===== src/hw/rtl/sfd_pkg.sv =====
// Shared types and constants for the serial frame deframer.
// Used by every module under hw/rtl; depends on nothing.
package sfd_pkg;

  localparam logic       OP_BYTE = 1'b0;
  localparam logic       OP_TICK = 1'b1;

  localparam logic [7:0] HDR_FIRST  = 8'hAA;
  localparam logic [7:0] HDR_SECOND = 8'h55;
  localparam logic [7:0] TYPE_PERC  = 8'h10;
  localparam logic [7:0] TYPE_POS   = 8'h11;
  localparam logic [7:0] END_FIRST  = 8'h0D;
  localparam logic [7:0] END_SECOND = 8'h0A;

  localparam logic [5:0] LEN_PERC  = 6'd44;
  localparam logic [5:0] LEN_POS   = 6'd24;
  localparam logic [5:0] FLAG_OFS  = 6'd4;
  localparam logic [5:0] WORD_OFS  = 6'd5;

  localparam logic [2:0] FLAG_MASK_PERC = 3'h7;
  localparam logic [2:0] FLAG_MASK_POS  = 3'h1;

  localparam int         WORD_DEPTH = 9;
  localparam int         WORD_AW    = $clog2(WORD_DEPTH);
  localparam logic [WORD_AW-1:0] LAST_WORD_PERC = WORD_AW'(8);
  localparam logic [WORD_AW-1:0] LAST_WORD_POS  = WORD_AW'(3);

  localparam logic [1:0] KIND_POS     = 2'd0;
  localparam logic [1:0] KIND_PERC    = 2'd1;
  localparam logic [1:0] KIND_OFFLINE = 2'd2;

  localparam int          TICK_BITS     = 16;
  localparam logic [15:0] TIMEOUT_RESET = 16'd500;

  localparam int QUEUE_DEPTH = 2;

  typedef struct packed {
    logic       operation;
    logic [7:0] byte_value;
  } sfd_in_t;

  typedef struct packed {
    logic [1:0]  result_kind;
    logic [2:0]  valid_flags;
    logic [3:0]  word_index;
    logic [31:0] word_value;
    logic        last;
  } sfd_out_t;

  // Work handed from the parser to the emitter.
  typedef struct packed {
    logic       offline;
    logic       perception;
    logic [2:0] flags;
  } sfd_cmd_t;

  // Payload word write into the emitter's word store.
  typedef struct packed {
    logic               en;
    logic [WORD_AW-1:0] addr;
    logic [31:0]        data;
  } sfd_wr_t;

endpackage


===== src/hw/rtl/serial_frame_deframer_with_timeout.sv =====
// Top level of the serial frame deframer with link timeout.
// Depends on sfd_pkg, sfd_front, sfd_queue and sfd_back.
//
// Each input transaction is either a received byte or a one-millisecond
// tick. Bytes are parsed for the header AA 55 and a type byte (10h for a
// 44-byte perception frame, 11h for a 24-byte position frame); the body is
// checked for an 8-bit additive checksum over offsets 2 up to the byte
// before the checksum and for the 0D 0A trailer. A good frame brings the
// link online, clears the tick count and yields 9 or 4 result transactions,
// one per little-endian payload word, with the masked flag byte attached
// and last set on the final word. Ticks saturate at the counter's all-ones
// value; when an online link's count exceeds timeout_ms it drops offline
// and one result of kind 2 is sent. Payload words are assembled in the
// parser and written to a nine-word store; the emitter pops the command,
// then reads and sends each frame word in turn, waiting out any output
// stall, and sends an offline event at once. While a good frame's words are
// still being sent, in_ready is low (the store holds only one frame), so the
// byte after a frame's last byte waits until the last word has been sent.
// A two-entry command queue keeps parser and emitter apart.
// cfg_ready is always high; write timeout_ms only while the block is idle.
module serial_frame_deframer_with_timeout
  import sfd_pkg::*;
(
  input  logic        clk,
  input  logic        rst_n,
  input  logic        in_valid,
  output logic        in_ready,
  input  sfd_in_t     in_data,
  output logic        out_valid,
  input  logic        out_ready,
  output sfd_out_t    out_data,
  input  logic        cfg_valid,
  output logic        cfg_ready,
  input  logic [15:0] cfg_data
);

  logic     q_full;
  logic     q_nonempty;
  logic     q_push;
  logic     q_pop;
  sfd_cmd_t q_cmd;
  sfd_cmd_t q_head;
  sfd_wr_t  wr;
  logic     frame_done;

  // Configuration writes never stall.
  assign cfg_ready = 1'b1;

  // Parse bytes, count ticks, push frame and offline transactions.
  sfd_front u_front (
    .clk        (clk),
    .rst_n      (rst_n),
    .in_valid   (in_valid),
    .in_ready   (in_ready),
    .in_data    (in_data),
    .cfg_valid  (cfg_valid),
    .cfg_data   (cfg_data),
    .q_full     (q_full),
    .q_push     (q_push),
    .q_cmd      (q_cmd),
    .wr         (wr),
    .frame_done (frame_done)
  );

  // Hold pending work in order between the two sides.
  sfd_queue u_queue (
    .clk      (clk),
    .rst_n    (rst_n),
    .push     (q_push),
    .push_cmd (q_cmd),
    .full     (q_full),
    .nonempty (q_nonempty),
    .pop      (q_pop),
    .head     (q_head)
  );

  // Drain commands into result transactions.
  sfd_back u_back (
    .clk        (clk),
    .rst_n      (rst_n),
    .wr         (wr),
    .q_nonempty (q_nonempty),
    .q_head     (q_head),
    .q_pop      (q_pop),
    .out_valid  (out_valid),
    .out_ready  (out_ready),
    .out_data   (out_data),
    .frame_done (frame_done)
  );

endmodule


===== src/hw/rtl/sfd_front.sv =====
// Front part: byte parser, checksum, tick counter and link state.
// Depends on sfd_pkg; feeds sfd_queue and the word store in sfd_back.
module sfd_front
  import sfd_pkg::*;
(
  input  logic        clk,
  input  logic        rst_n,
  input  logic        in_valid,
  output logic        in_ready,
  input  sfd_in_t     in_data,
  input  logic        cfg_valid,
  input  logic [15:0] cfg_data,
  input  logic        q_full,
  output logic        q_push,
  output sfd_cmd_t    q_cmd,
  output sfd_wr_t     wr,
  input  logic        frame_done
);

  localparam logic [1:0] PH_HUNT_A = 2'd0;
  localparam logic [1:0] PH_HUNT_B = 2'd1;
  localparam logic [1:0] PH_TYPE   = 2'd2;
  localparam logic [1:0] PH_BODY   = 2'd3;

  logic [1:0]           phase_r, phase_nxt;
  logic [5:0]           count_r, count_nxt;
  logic                 perc_r, perc_nxt;
  logic [7:0]           sum_r, sum_nxt;
  logic [7:0]           ck_r, ck_nxt;
  logic [7:0]           t0_r, t0_nxt;
  logic [2:0]           flags_r, flags_nxt;
  logic [31:0]          word_r, word_nxt;
  logic                 online_r, online_nxt;
  logic [TICK_BITS-1:0] ticks_r, ticks_nxt;
  logic [15:0]          timeout_r;
  logic                 pend_r, pend_nxt;

  logic                 in_fire;
  logic [7:0]           b;
  logic [5:0]           len;
  logic [5:0]           off5;
  logic [TICK_BITS-1:0] ticks_inc;

  assign in_ready = !pend_r && !q_full;
  assign in_fire  = in_valid && in_ready;
  assign b        = in_data.byte_value;
  assign len      = perc_r ? LEN_PERC : LEN_POS;
  assign off5     = count_r - WORD_OFS;
  assign ticks_inc = (ticks_r != {TICK_BITS{1'b1}}) ? ticks_r + 1'b1 : ticks_r;

  always_comb begin
    phase_nxt  = phase_r;
    count_nxt  = count_r;
    perc_nxt   = perc_r;
    sum_nxt    = sum_r;
    ck_nxt     = ck_r;
    t0_nxt     = t0_r;
    flags_nxt  = flags_r;
    word_nxt   = word_r;
    online_nxt = online_r;
    ticks_nxt  = ticks_r;
    pend_nxt   = pend_r && !frame_done;
    q_push     = 1'b0;
    q_cmd      = '0;
    wr         = '0;
    if (in_fire && in_data.operation == OP_TICK) begin
      ticks_nxt = ticks_inc;
      if (online_r && (ticks_inc > timeout_r)) begin
        online_nxt    = 1'b0;
        q_push        = 1'b1;
        q_cmd.offline = 1'b1;
      end
    end else if (in_fire) begin
      unique case (phase_r)
        PH_HUNT_A: begin
          if (b == HDR_FIRST) phase_nxt = PH_HUNT_B;
        end
        PH_HUNT_B: begin
          if (b == HDR_SECOND) phase_nxt = PH_TYPE;
          else if (b != HDR_FIRST) phase_nxt = PH_HUNT_A;
        end
        PH_TYPE: begin
          sum_nxt   = b;
          count_nxt = 6'd3;
          if (b == TYPE_PERC) begin
            perc_nxt  = 1'b1;
            phase_nxt = PH_BODY;
          end else if (b == TYPE_POS) begin
            perc_nxt  = 1'b0;
            phase_nxt = PH_BODY;
          end else begin
            phase_nxt = PH_HUNT_A;
          end
        end
        default: begin
          count_nxt = count_r + 1'b1;
          if (count_r == FLAG_OFS) flags_nxt = b[2:0];
          // Checksum covers the type byte up to the byte before the checksum.
          if (count_r + 6'd4 <= len) sum_nxt = sum_r + b;
          if (count_r >= WORD_OFS && count_r + 6'd4 <= len) begin
            word_nxt = {b, word_r[31:8]};
            if (off5[1:0] == 2'd3) begin
              wr.en   = 1'b1;
              wr.addr = off5[WORD_AW+1:2];
              wr.data = {b, word_r[31:8]};
            end
          end
          if (count_r == len - 6'd3) ck_nxt = b;
          if (count_r == len - 6'd2) t0_nxt = b;
          if (count_r == len - 6'd1) begin
            phase_nxt = PH_HUNT_A;
            if (sum_r == ck_r && t0_r == END_FIRST && b == END_SECOND) begin
              online_nxt       = 1'b1;
              ticks_nxt        = '0;
              pend_nxt         = 1'b1;
              q_push           = 1'b1;
              q_cmd.perception = perc_r;
              q_cmd.flags      = flags_r & (perc_r ? FLAG_MASK_PERC : FLAG_MASK_POS);
            end
          end
        end
      endcase
    end
  end

  always_ff @(posedge clk) begin
    if (!rst_n) begin
      phase_r   <= PH_HUNT_A;
      count_r   <= '0;
      perc_r    <= 1'b0;
      sum_r     <= '0;
      online_r  <= 1'b0;
      ticks_r   <= '0;
      timeout_r <= TIMEOUT_RESET;
      pend_r    <= 1'b0;
    end else begin
      phase_r  <= phase_nxt;
      count_r  <= count_nxt;
      perc_r   <= perc_nxt;
      sum_r    <= sum_nxt;
      online_r <= online_nxt;
      ticks_r  <= ticks_nxt;
      pend_r   <= pend_nxt;
      if (cfg_valid) timeout_r <= cfg_data;
    end
  end

  always_ff @(posedge clk) begin
    ck_r    <= ck_nxt;
    t0_r    <= t0_nxt;
    flags_r <= flags_nxt;
    word_r  <= word_nxt;
  end

`ifndef ASSERT_OFF
  a_offline: assert property (@(posedge clk) disable iff (!rst_n)
    (q_push && q_cmd.offline) |=> !online_r && pend_r == $past(pend_r && !frame_done))
    else $error("offline event left link online");
`endif

endmodule


===== src/hw/rtl/sfd_queue.sv =====
// Short command queue between the parser and the emitter.
// Depends on sfd_pkg for the command type and depth.
module sfd_queue
  import sfd_pkg::*;
(
  input  logic     clk,
  input  logic     rst_n,
  input  logic     push,
  input  sfd_cmd_t push_cmd,
  output logic     full,
  output logic     nonempty,
  input  logic     pop,
  output sfd_cmd_t head
);

  localparam int PW = $clog2(QUEUE_DEPTH);
  localparam int CW = $clog2(QUEUE_DEPTH + 1);

  sfd_cmd_t        slot_r [QUEUE_DEPTH];
  logic [PW-1:0]   wp_r, rp_r;
  logic [CW-1:0]   cnt_r;

  assign full     = (cnt_r == CW'(QUEUE_DEPTH));
  assign nonempty = (cnt_r != '0);
  assign head     = slot_r[rp_r];

  always_ff @(posedge clk) begin
    if (!rst_n) begin
      wp_r  <= '0;
      rp_r  <= '0;
      cnt_r <= '0;
    end else begin
      if (push) wp_r <= (wp_r == PW'(QUEUE_DEPTH - 1)) ? '0 : wp_r + 1'b1;
      if (pop)  rp_r <= (rp_r == PW'(QUEUE_DEPTH - 1)) ? '0 : rp_r + 1'b1;
      cnt_r <= cnt_r + CW'(push) - CW'(pop);
    end
  end

  always_ff @(posedge clk) begin
    if (push) slot_r[wp_r] <= push_cmd;
  end

`ifndef ASSERT_OFF
  a_no_overflow: assert property (@(posedge clk) disable iff (!rst_n)
    push |-> !full)
    else $error("push into full queue");
  a_no_underflow: assert property (@(posedge clk) disable iff (!rst_n)
    pop |-> nonempty)
    else $error("pop from empty queue");
`endif

endmodule


===== src/hw/rtl/sfd_back.sv =====
// Back part: word store and result sequencer.
// Depends on sfd_pkg; takes commands from sfd_queue and words from sfd_front.
module sfd_back
  import sfd_pkg::*;
(
  input  logic     clk,
  input  logic     rst_n,
  input  sfd_wr_t  wr,
  input  logic     q_nonempty,
  input  sfd_cmd_t q_head,
  output logic     q_pop,
  output logic     out_valid,
  input  logic     out_ready,
  output sfd_out_t out_data,
  output logic     frame_done
);

  localparam logic [1:0] ST_IDLE = 2'd0;
  localparam logic [1:0] ST_READ = 2'd1;
  localparam logic [1:0] ST_SEND = 2'd2;

  logic [31:0]        mem [WORD_DEPTH];
  logic [31:0]        rdata_r;
  logic [1:0]         state_r, state_nxt;
  logic [WORD_AW-1:0] idx_r, idx_nxt;
  sfd_cmd_t           cur_r, cur_nxt;
  logic               is_last;
  logic               out_fire;

  assign out_valid = (state_r == ST_SEND);
  assign out_fire  = out_valid && out_ready;
  assign is_last   = cur_r.offline ||
                     (idx_r == (cur_r.perception ? LAST_WORD_PERC : LAST_WORD_POS));
  assign q_pop      = (state_r == ST_IDLE) && q_nonempty;
  assign frame_done = out_fire && is_last && !cur_r.offline;

  always_comb begin
    out_data             = '0;
    out_data.last        = is_last;
    out_data.result_kind = cur_r.offline ? KIND_OFFLINE :
                           (cur_r.perception ? KIND_PERC : KIND_POS);
    if (!cur_r.offline) begin
      out_data.valid_flags = cur_r.flags;
      out_data.word_index  = 4'(idx_r);
      out_data.word_value  = rdata_r;
    end
  end

  always_comb begin
    state_nxt = state_r;
    idx_nxt   = idx_r;
    cur_nxt   = cur_r;
    unique case (state_r)
      ST_IDLE: begin
        if (q_nonempty) begin
          cur_nxt   = q_head;
          idx_nxt   = '0;
          // An offline event carries no word; send it at once.
          state_nxt = q_head.offline ? ST_SEND : ST_READ;
        end
      end
      ST_READ: state_nxt = ST_SEND;
      ST_SEND: begin
        if (out_fire) begin
          if (is_last) begin
            state_nxt = ST_IDLE;
          end else begin
            idx_nxt   = idx_r + 1'b1;
            state_nxt = ST_READ;
          end
        end
      end
      default: state_nxt = ST_IDLE;
    endcase
  end

  always_ff @(posedge clk) begin
    if (!rst_n) begin
      state_r <= ST_IDLE;
      idx_r   <= '0;
      cur_r   <= '0;
    end else begin
      state_r <= state_nxt;
      idx_r   <= idx_nxt;
      cur_r   <= cur_nxt;
    end
  end

  always_ff @(posedge clk) begin
    if (wr.en) mem[wr.addr] <= wr.data;
    rdata_r <= mem[idx_r];
  end

`ifndef ASSERT_OFF
  a_offline_last: assert property (@(posedge clk) disable iff (!rst_n)
    (out_valid && cur_r.offline) |-> out_data.last)
    else $error("offline event not marked last");
  a_idx_range: assert property (@(posedge clk) disable iff (!rst_n)
    out_valid |-> (idx_r <= LAST_WORD_PERC))
    else $error("word index out of range");
  a_no_write_busy: assert property (@(posedge clk) disable iff (!rst_n)
    (state_r != ST_IDLE && !cur_r.offline) |-> !wr.en)
    else $error("word store written while a frame is being sent");
`endif

endmodule


===== config.mk =====
export PLATFORM = sky130hd
export DESIGN_NAME = serial_frame_deframer_with_timeout
export DESIGN_NICKNAME = d
export VERILOG_FILES = /design/src/hw/rtl/sfd_pkg.sv /design/src/hw/rtl/serial_frame_deframer_with_timeout.sv /design/src/hw/rtl/sfd_front.sv /design/src/hw/rtl/sfd_queue.sv /design/src/hw/rtl/sfd_back.sv
export SDC_FILE = /design/constraint.sdc
export NUM_CORES = 1
export LEC_CHECK = 0
export BUFFER_PORTS_ARGS = -buffer_cell sky130_fd_sc_hd__buf_2
export CORE_MARGIN = 3
export CORE_UTILIZATION = 30
export CTS_BUF_LIST = sky130_fd_sc_hd__clkbuf_16
export CTS_CLUSTER_DIAMETER = 100
export DETAILED_ROUTE_END_ITERATION = 8
export SYNTH_ARGS = -nofsm -noshare
export SYNTH_HDL_FRONTEND = slang
export SYNTH_SLANG_ARGS = --single-unit
export TNS_END_PERCENT = 5

===== constraint.sdc =====
create_clock -name clk -period 5.6 [get_ports clk]
set_input_delay 0.28 -clock clk [delete_from_list [all_inputs] [get_ports clk]]
set_output_delay 0.28 -clock clk [all_outputs]
set_load 0.03 [all_outputs]

==> summary.md <==
| Metric | Value |
|---|---|
| Largest driver fanout on the critical path | 10 |
| Total iterations of the first detailed-routing run | 5 |
| Slew at the pin with the worst max-slew slack | 1.023 ns |
| Post-synth top area cell | sky130_fd_sc_hd__edfxtp_1 |
| Largest net degree at the start of global routing | 69 |
| Distinct cells, synth | 61 |
| Layout-stage area growth over the synthesis result | 16.64% |
| Unrepaired setup endpoints after global routing | false |
| Vias after detailed routing | 10230 |
| Number of warnings printed during yosys synthesis | 0 |
| Clock tree from TritonCTS | done |
| Mapped Area | 18060 µm² |
| Total chip power | 0.006587 W |
| Number of DRC markers after the initial detailed-route iteration | 687 |
| Total of fill cells in the finished design | 5635 |
| Die Area | 63170 µm² |
| Power dissipated by switching net loads | 0.001337 W |
| Minimum clock period | 4.408 ns |
| Number of instances in the synthesized netlist | 1214 |
| Via density per instance | 4.821 |
| Post-synth EDFFs | 341 |
| Most frequent cell after synthesis | sky130_fd_sc_hd__edfxtp_1 |
| Final total negative setup slack | 0 ns |
| Initial cell density of the core | 30.48% |
| Net count after synthesis | 1282 |
| Combinational cell fraction of total power | 1.4% |
| Slowest Stage Delay on Critical Path | 0.81 ns |
| Final ANT Viol Nets | 0 |
| Ant. Diodes | 0 |
| Io pins | 75 |
| Most frequent cells after synthesis | sky130_fd_sc_hd__edfxtp_1 (341), sky130_fd_sc_hd__dfxtp_1 (99), sky130_fd_sc_hd__nand2_1 (73) |
| Outcome | finished, final reports clean |
| Post-route fraction of the period consumed by the critical path | 78.71% |
| Endpoint required time on the critical path | 6.06 ns |
| Number of nets at the end of the flow | 1380 |
| H-tree levels | 2 |
| Vertical die dimension | 251.3 µm |
| Total count of hold-check failures in the final report | 0 |
| Type of the setup path with the least slack | reg -> reg |
| Total congestion overflow after global routing | 0 |
| Leading register cell type out of synthesis | sky130_fd_sc_hd__edfxtp_1 |
| Final WL | 38.70 mm |
| Average cell area after synthesis | 14.87 µm² |
| Kind of cell with the highest combined delay on the critical path | simple AND/OR/NAND/NOR gates |
| Final setup skew | 0.03397 ns |
| Switching share of power | 20.30% |
| Static power due to leakage | 6.613 nW |
| Crit path buf inv count | 0 |
| Number of antenna violations at the first check in global routing | 3 |
| First-pass GRT wire length | 60.91 mm |
| Power Dens Cells | 312.7 nW/µm² |
| Maxcap violations | 0 |
| Final Slew Violations | 0 |
| Placeable core region | 59240 µm² |
| PostCTS Resize Cnt | 0 |
| Largest buffer count on any clock path | 3 |
| Path type of the worst min-delay path | in -> reg |
| Worst VDD drop | 0.1965 mV |
| Via count of the first global-routing pass | 10380 |
| Port bufs | 73 |
| Cell chain of the critical path | nand4_1 > nor3_1 > nand2_1 > mux2_2 > ha_1 > nor2b_1 > o211ai_1 > a21oi_1 > o311ai_0 > nand3_1 > ha_1 > xor2_1 > xnor2_1 > nor2_1 |
| Critical path endpoint category | flop |
| Proportion of netlist area held by the largest area contributor | 56.71% |
| Clock latency of the later-clocked register in the worst-skew pair | 0.59 ns |
| Arrival time of the worst setup path | 4.87 ns |
| Critical Path Start Type | flop |
| Number of register bits inferred by synthesis | 440 |
| Critical path's slowest cell | sky130_fd_sc_hd__o311ai_0 |
| Maximum frequency from static timing analysis | 0.2269 GHz |
| Clock-pin transition on the worst setup and hold timing paths | 0.06 ns |
| Share of async-settable or async-resettable flops after synthesis | 0% |
| P_int | 0.005250 W |
| Root Buffer Master | sky130_fd_sc_hd__clkbuf_16 |
| Final routed wire length divided by cell count | 18.24 µm |
| Total clock buffers created by CTS | 46 |
| Cell mode on critical path | sky130_fd_sc_hd__ha_1 |
| CTS sink cnt | 440 |
| DRC violation count after routing | 0 |
| Total global-route track usage | 12.33% |
| Fraction of final layout cells with drive strength greater than 1 | 18.62% |
| Sequential share of the synthesized area | 67.69% |
| Horizontal die dimension | 251.3 µm |
| HPWL after DPL | 24.20 mm |
| Cell row count | 89 |
| Reg power frac | 52.9% |
| Setup violators final | 0 |
| Dominant cells by area after synthesis | sky130_fd_sc_hd__edfxtp_1 (57%), sky130_fd_sc_hd__dfxtp_1 (11%), sky130_fd_sc_hd__mux4_2 (8.0%), sky130_fd_sc_hd__mux2i_1 (2.7%), sky130_fd_sc_hd__ha_1 (2.6%) |
| Routability congestion estimate from global placement | 0.8011 |
| Clock network fraction of total power | 45.7% |
| Max-slew headroom | 31.68% |
[cell usage in the layout, fill, tap and decap left out, types with 6 or more instances in the layout]
master / n
sky130_fd_sc_hd__nor2_4: 8
sky130_fd_sc_hd__edfxtp_1: 341
sky130_fd_sc_hd__buf_2: 73
sky130_fd_sc_hd__a211oi_1: 9
sky130_fd_sc_hd__clkinv_2: 8
sky130_fd_sc_hd__nand4_1: 12
sky130_fd_sc_hd__inv_1: 42
sky130_fd_sc_hd__mux2i_1: 48
sky130_fd_sc_hd__mux4_2: 64
sky130_fd_sc_hd__o211ai_1: 9
sky130_fd_sc_hd__xor2_1: 13
sky130_fd_sc_hd__buf_4: 25
sky130_fd_sc_hd__a31oi_1: 13
sky130_fd_sc_hd__a22o_1: 9
sky130_fd_sc_hd__nand3_1: 20
sky130_fd_sc_hd__nor2b_1: 52
sky130_fd_sc_hd__o21ai_0: 48
sky130_fd_sc_hd__clkinv_1: 13
sky130_fd_sc_hd__clkbuf_16: 46
sky130_fd_sc_hd__and2_1: 38
sky130_fd_sc_hd__ha_1: 37
sky130_fd_sc_hd__nand2_1: 73
sky130_fd_sc_hd__dlygate4sd3_1: 17
sky130_fd_sc_hd__nor3_1: 21
sky130_fd_sc_hd__nand2b_1: 9
sky130_fd_sc_hd__nor2_1: 61
sky130_fd_sc_hd__xnor2_1: 18
sky130_fd_sc_hd__a21oi_1: 35
sky130_fd_sc_hd__dfxtp_1: 94
sky130_fd_sc_hd__nor4_1: 6
[path summary, 6_finish.rpt]
check                                        from                                 to  slack, ns  depth (start not counted)
setup / recovery  u_front.ticks_r[3]$_SDFFE_PN0P_        u_queue.cnt_r[1]$_SDFF_PN0_       1.19                         14
hold / removal                              rst_n  u_front.timeout_r[2]$_SDFFE_PN1P_       0.07                          2
setup reg to reg  u_front.ticks_r[3]$_SDFFE_PN0P_        u_queue.cnt_r[1]$_SDFF_PN0_       1.19                         14
hold reg to reg      u_front.word_r[27]$_DFFE_PP_       u_front.word_r[19]$_DFFE_PP_       0.43                          0
[cell families after synthesis]
family / Yosys count / share of synthesized area [%]
buf+inv: 101 / 2.224
other cells: 1 / 0.02077
mux: 115 / 10.83
compound gates: 160 / 5.620
xor+xnor: 31 / 1.504
fa+ha+maj: 38 / 2.675
flops: 440 / 67.69
simple gates: 328 / 9.438
[flip-flops by register name (all words and copies together) (netlist names), 2 cells and up, named ones only]
name,count
u_back.cur_r,5
u_back.idx_r,4
u_back.mem,288
u_back.rdata_r,32
u_back.state_r,2
u_front.ck_r,8
u_front.count_r,6
u_front.flags_r,3
u_front.phase_r,2
u_front.sum_r,8
u_front.t0_r,8
u_front.ticks_r,16
u_front.timeout_r,16
u_front.word_r,24
u_queue.cnt_r,2
u_queue.slot_r,10
[per-stage QoR]
stage                     setup WS (ns)  util, %  hold slack, ns  cells  area [µm²]
final                             1.192    35.55         0.07089   2121       21060
after global routing             0.7868    35.55         0.06478   2121       21060
after CTS                         1.224    35.55         0.03714   2121       21060
after detailed placement          1.252    32.74          0.4284   2020       19400
after global placement            1.472    32.74          0.4303   2020       19400
after floorplan                  0.5847        -          0.3789   1214       18060
[power by group through the flow]
| stage | Sequential, W | Clock (W) | Combinational [W] |
|---|---|---|---|
| 2_1_floorplan | 0.00355 | 0 | 0.0000482 |
| 4_1_cts | 0.00348 | 0.00309 | 0.0000925 |
| 5_1_grt | 0.00348 | 0.00323 | 0.000104 |
| 3_5_place_dp | 0.00355 | 0 | 0.0000831 |
| 3_3_place_gp | 0.00355 | 0 | 0.0000808 |
| 6_report | 0.00348 | 0.00301 | 0.0000922 |
[cell type report]
class                   instances  area, µm²  area share [%]
inverters                      36      135.1          0.6416
clock buffers                  46       1151           5.465
multi-input cells             673       5510           26.16
clock inverters                38      344.1           1.634
repair buffers                115      723.2           3.434
well taps                     773      967.2           4.592
flip-flops and latches        440      12230           58.07
[worst register-to-register path: cells and delay by family (launching register included)]
kind	cells	cell delay, ns
adder cells (fa/ha/maj)	2	0.57
multiplexers	1	0.39
XOR/XNOR	2	0.32
AND/OR/NAND/NOR	6	1.46
flip-flops	1	0.49
AO/OA/AOI/OAI	3	1.06
[per-layer routing]
layer	up-vias	wire length, µm	global-route usage (%)
met5	-	21	0
met4	4	844	3.647
met2	221	18020	19.95
met3	67	2058	2.648
met1	5126	17750	16.73
li1	4807	-	-
[what timing repair did]
item	CTS	global route
hold buffers	17	0
buffers inserted	0	0
hold endpoints to repair	17	0
Power figures use the tool's default switching activity.
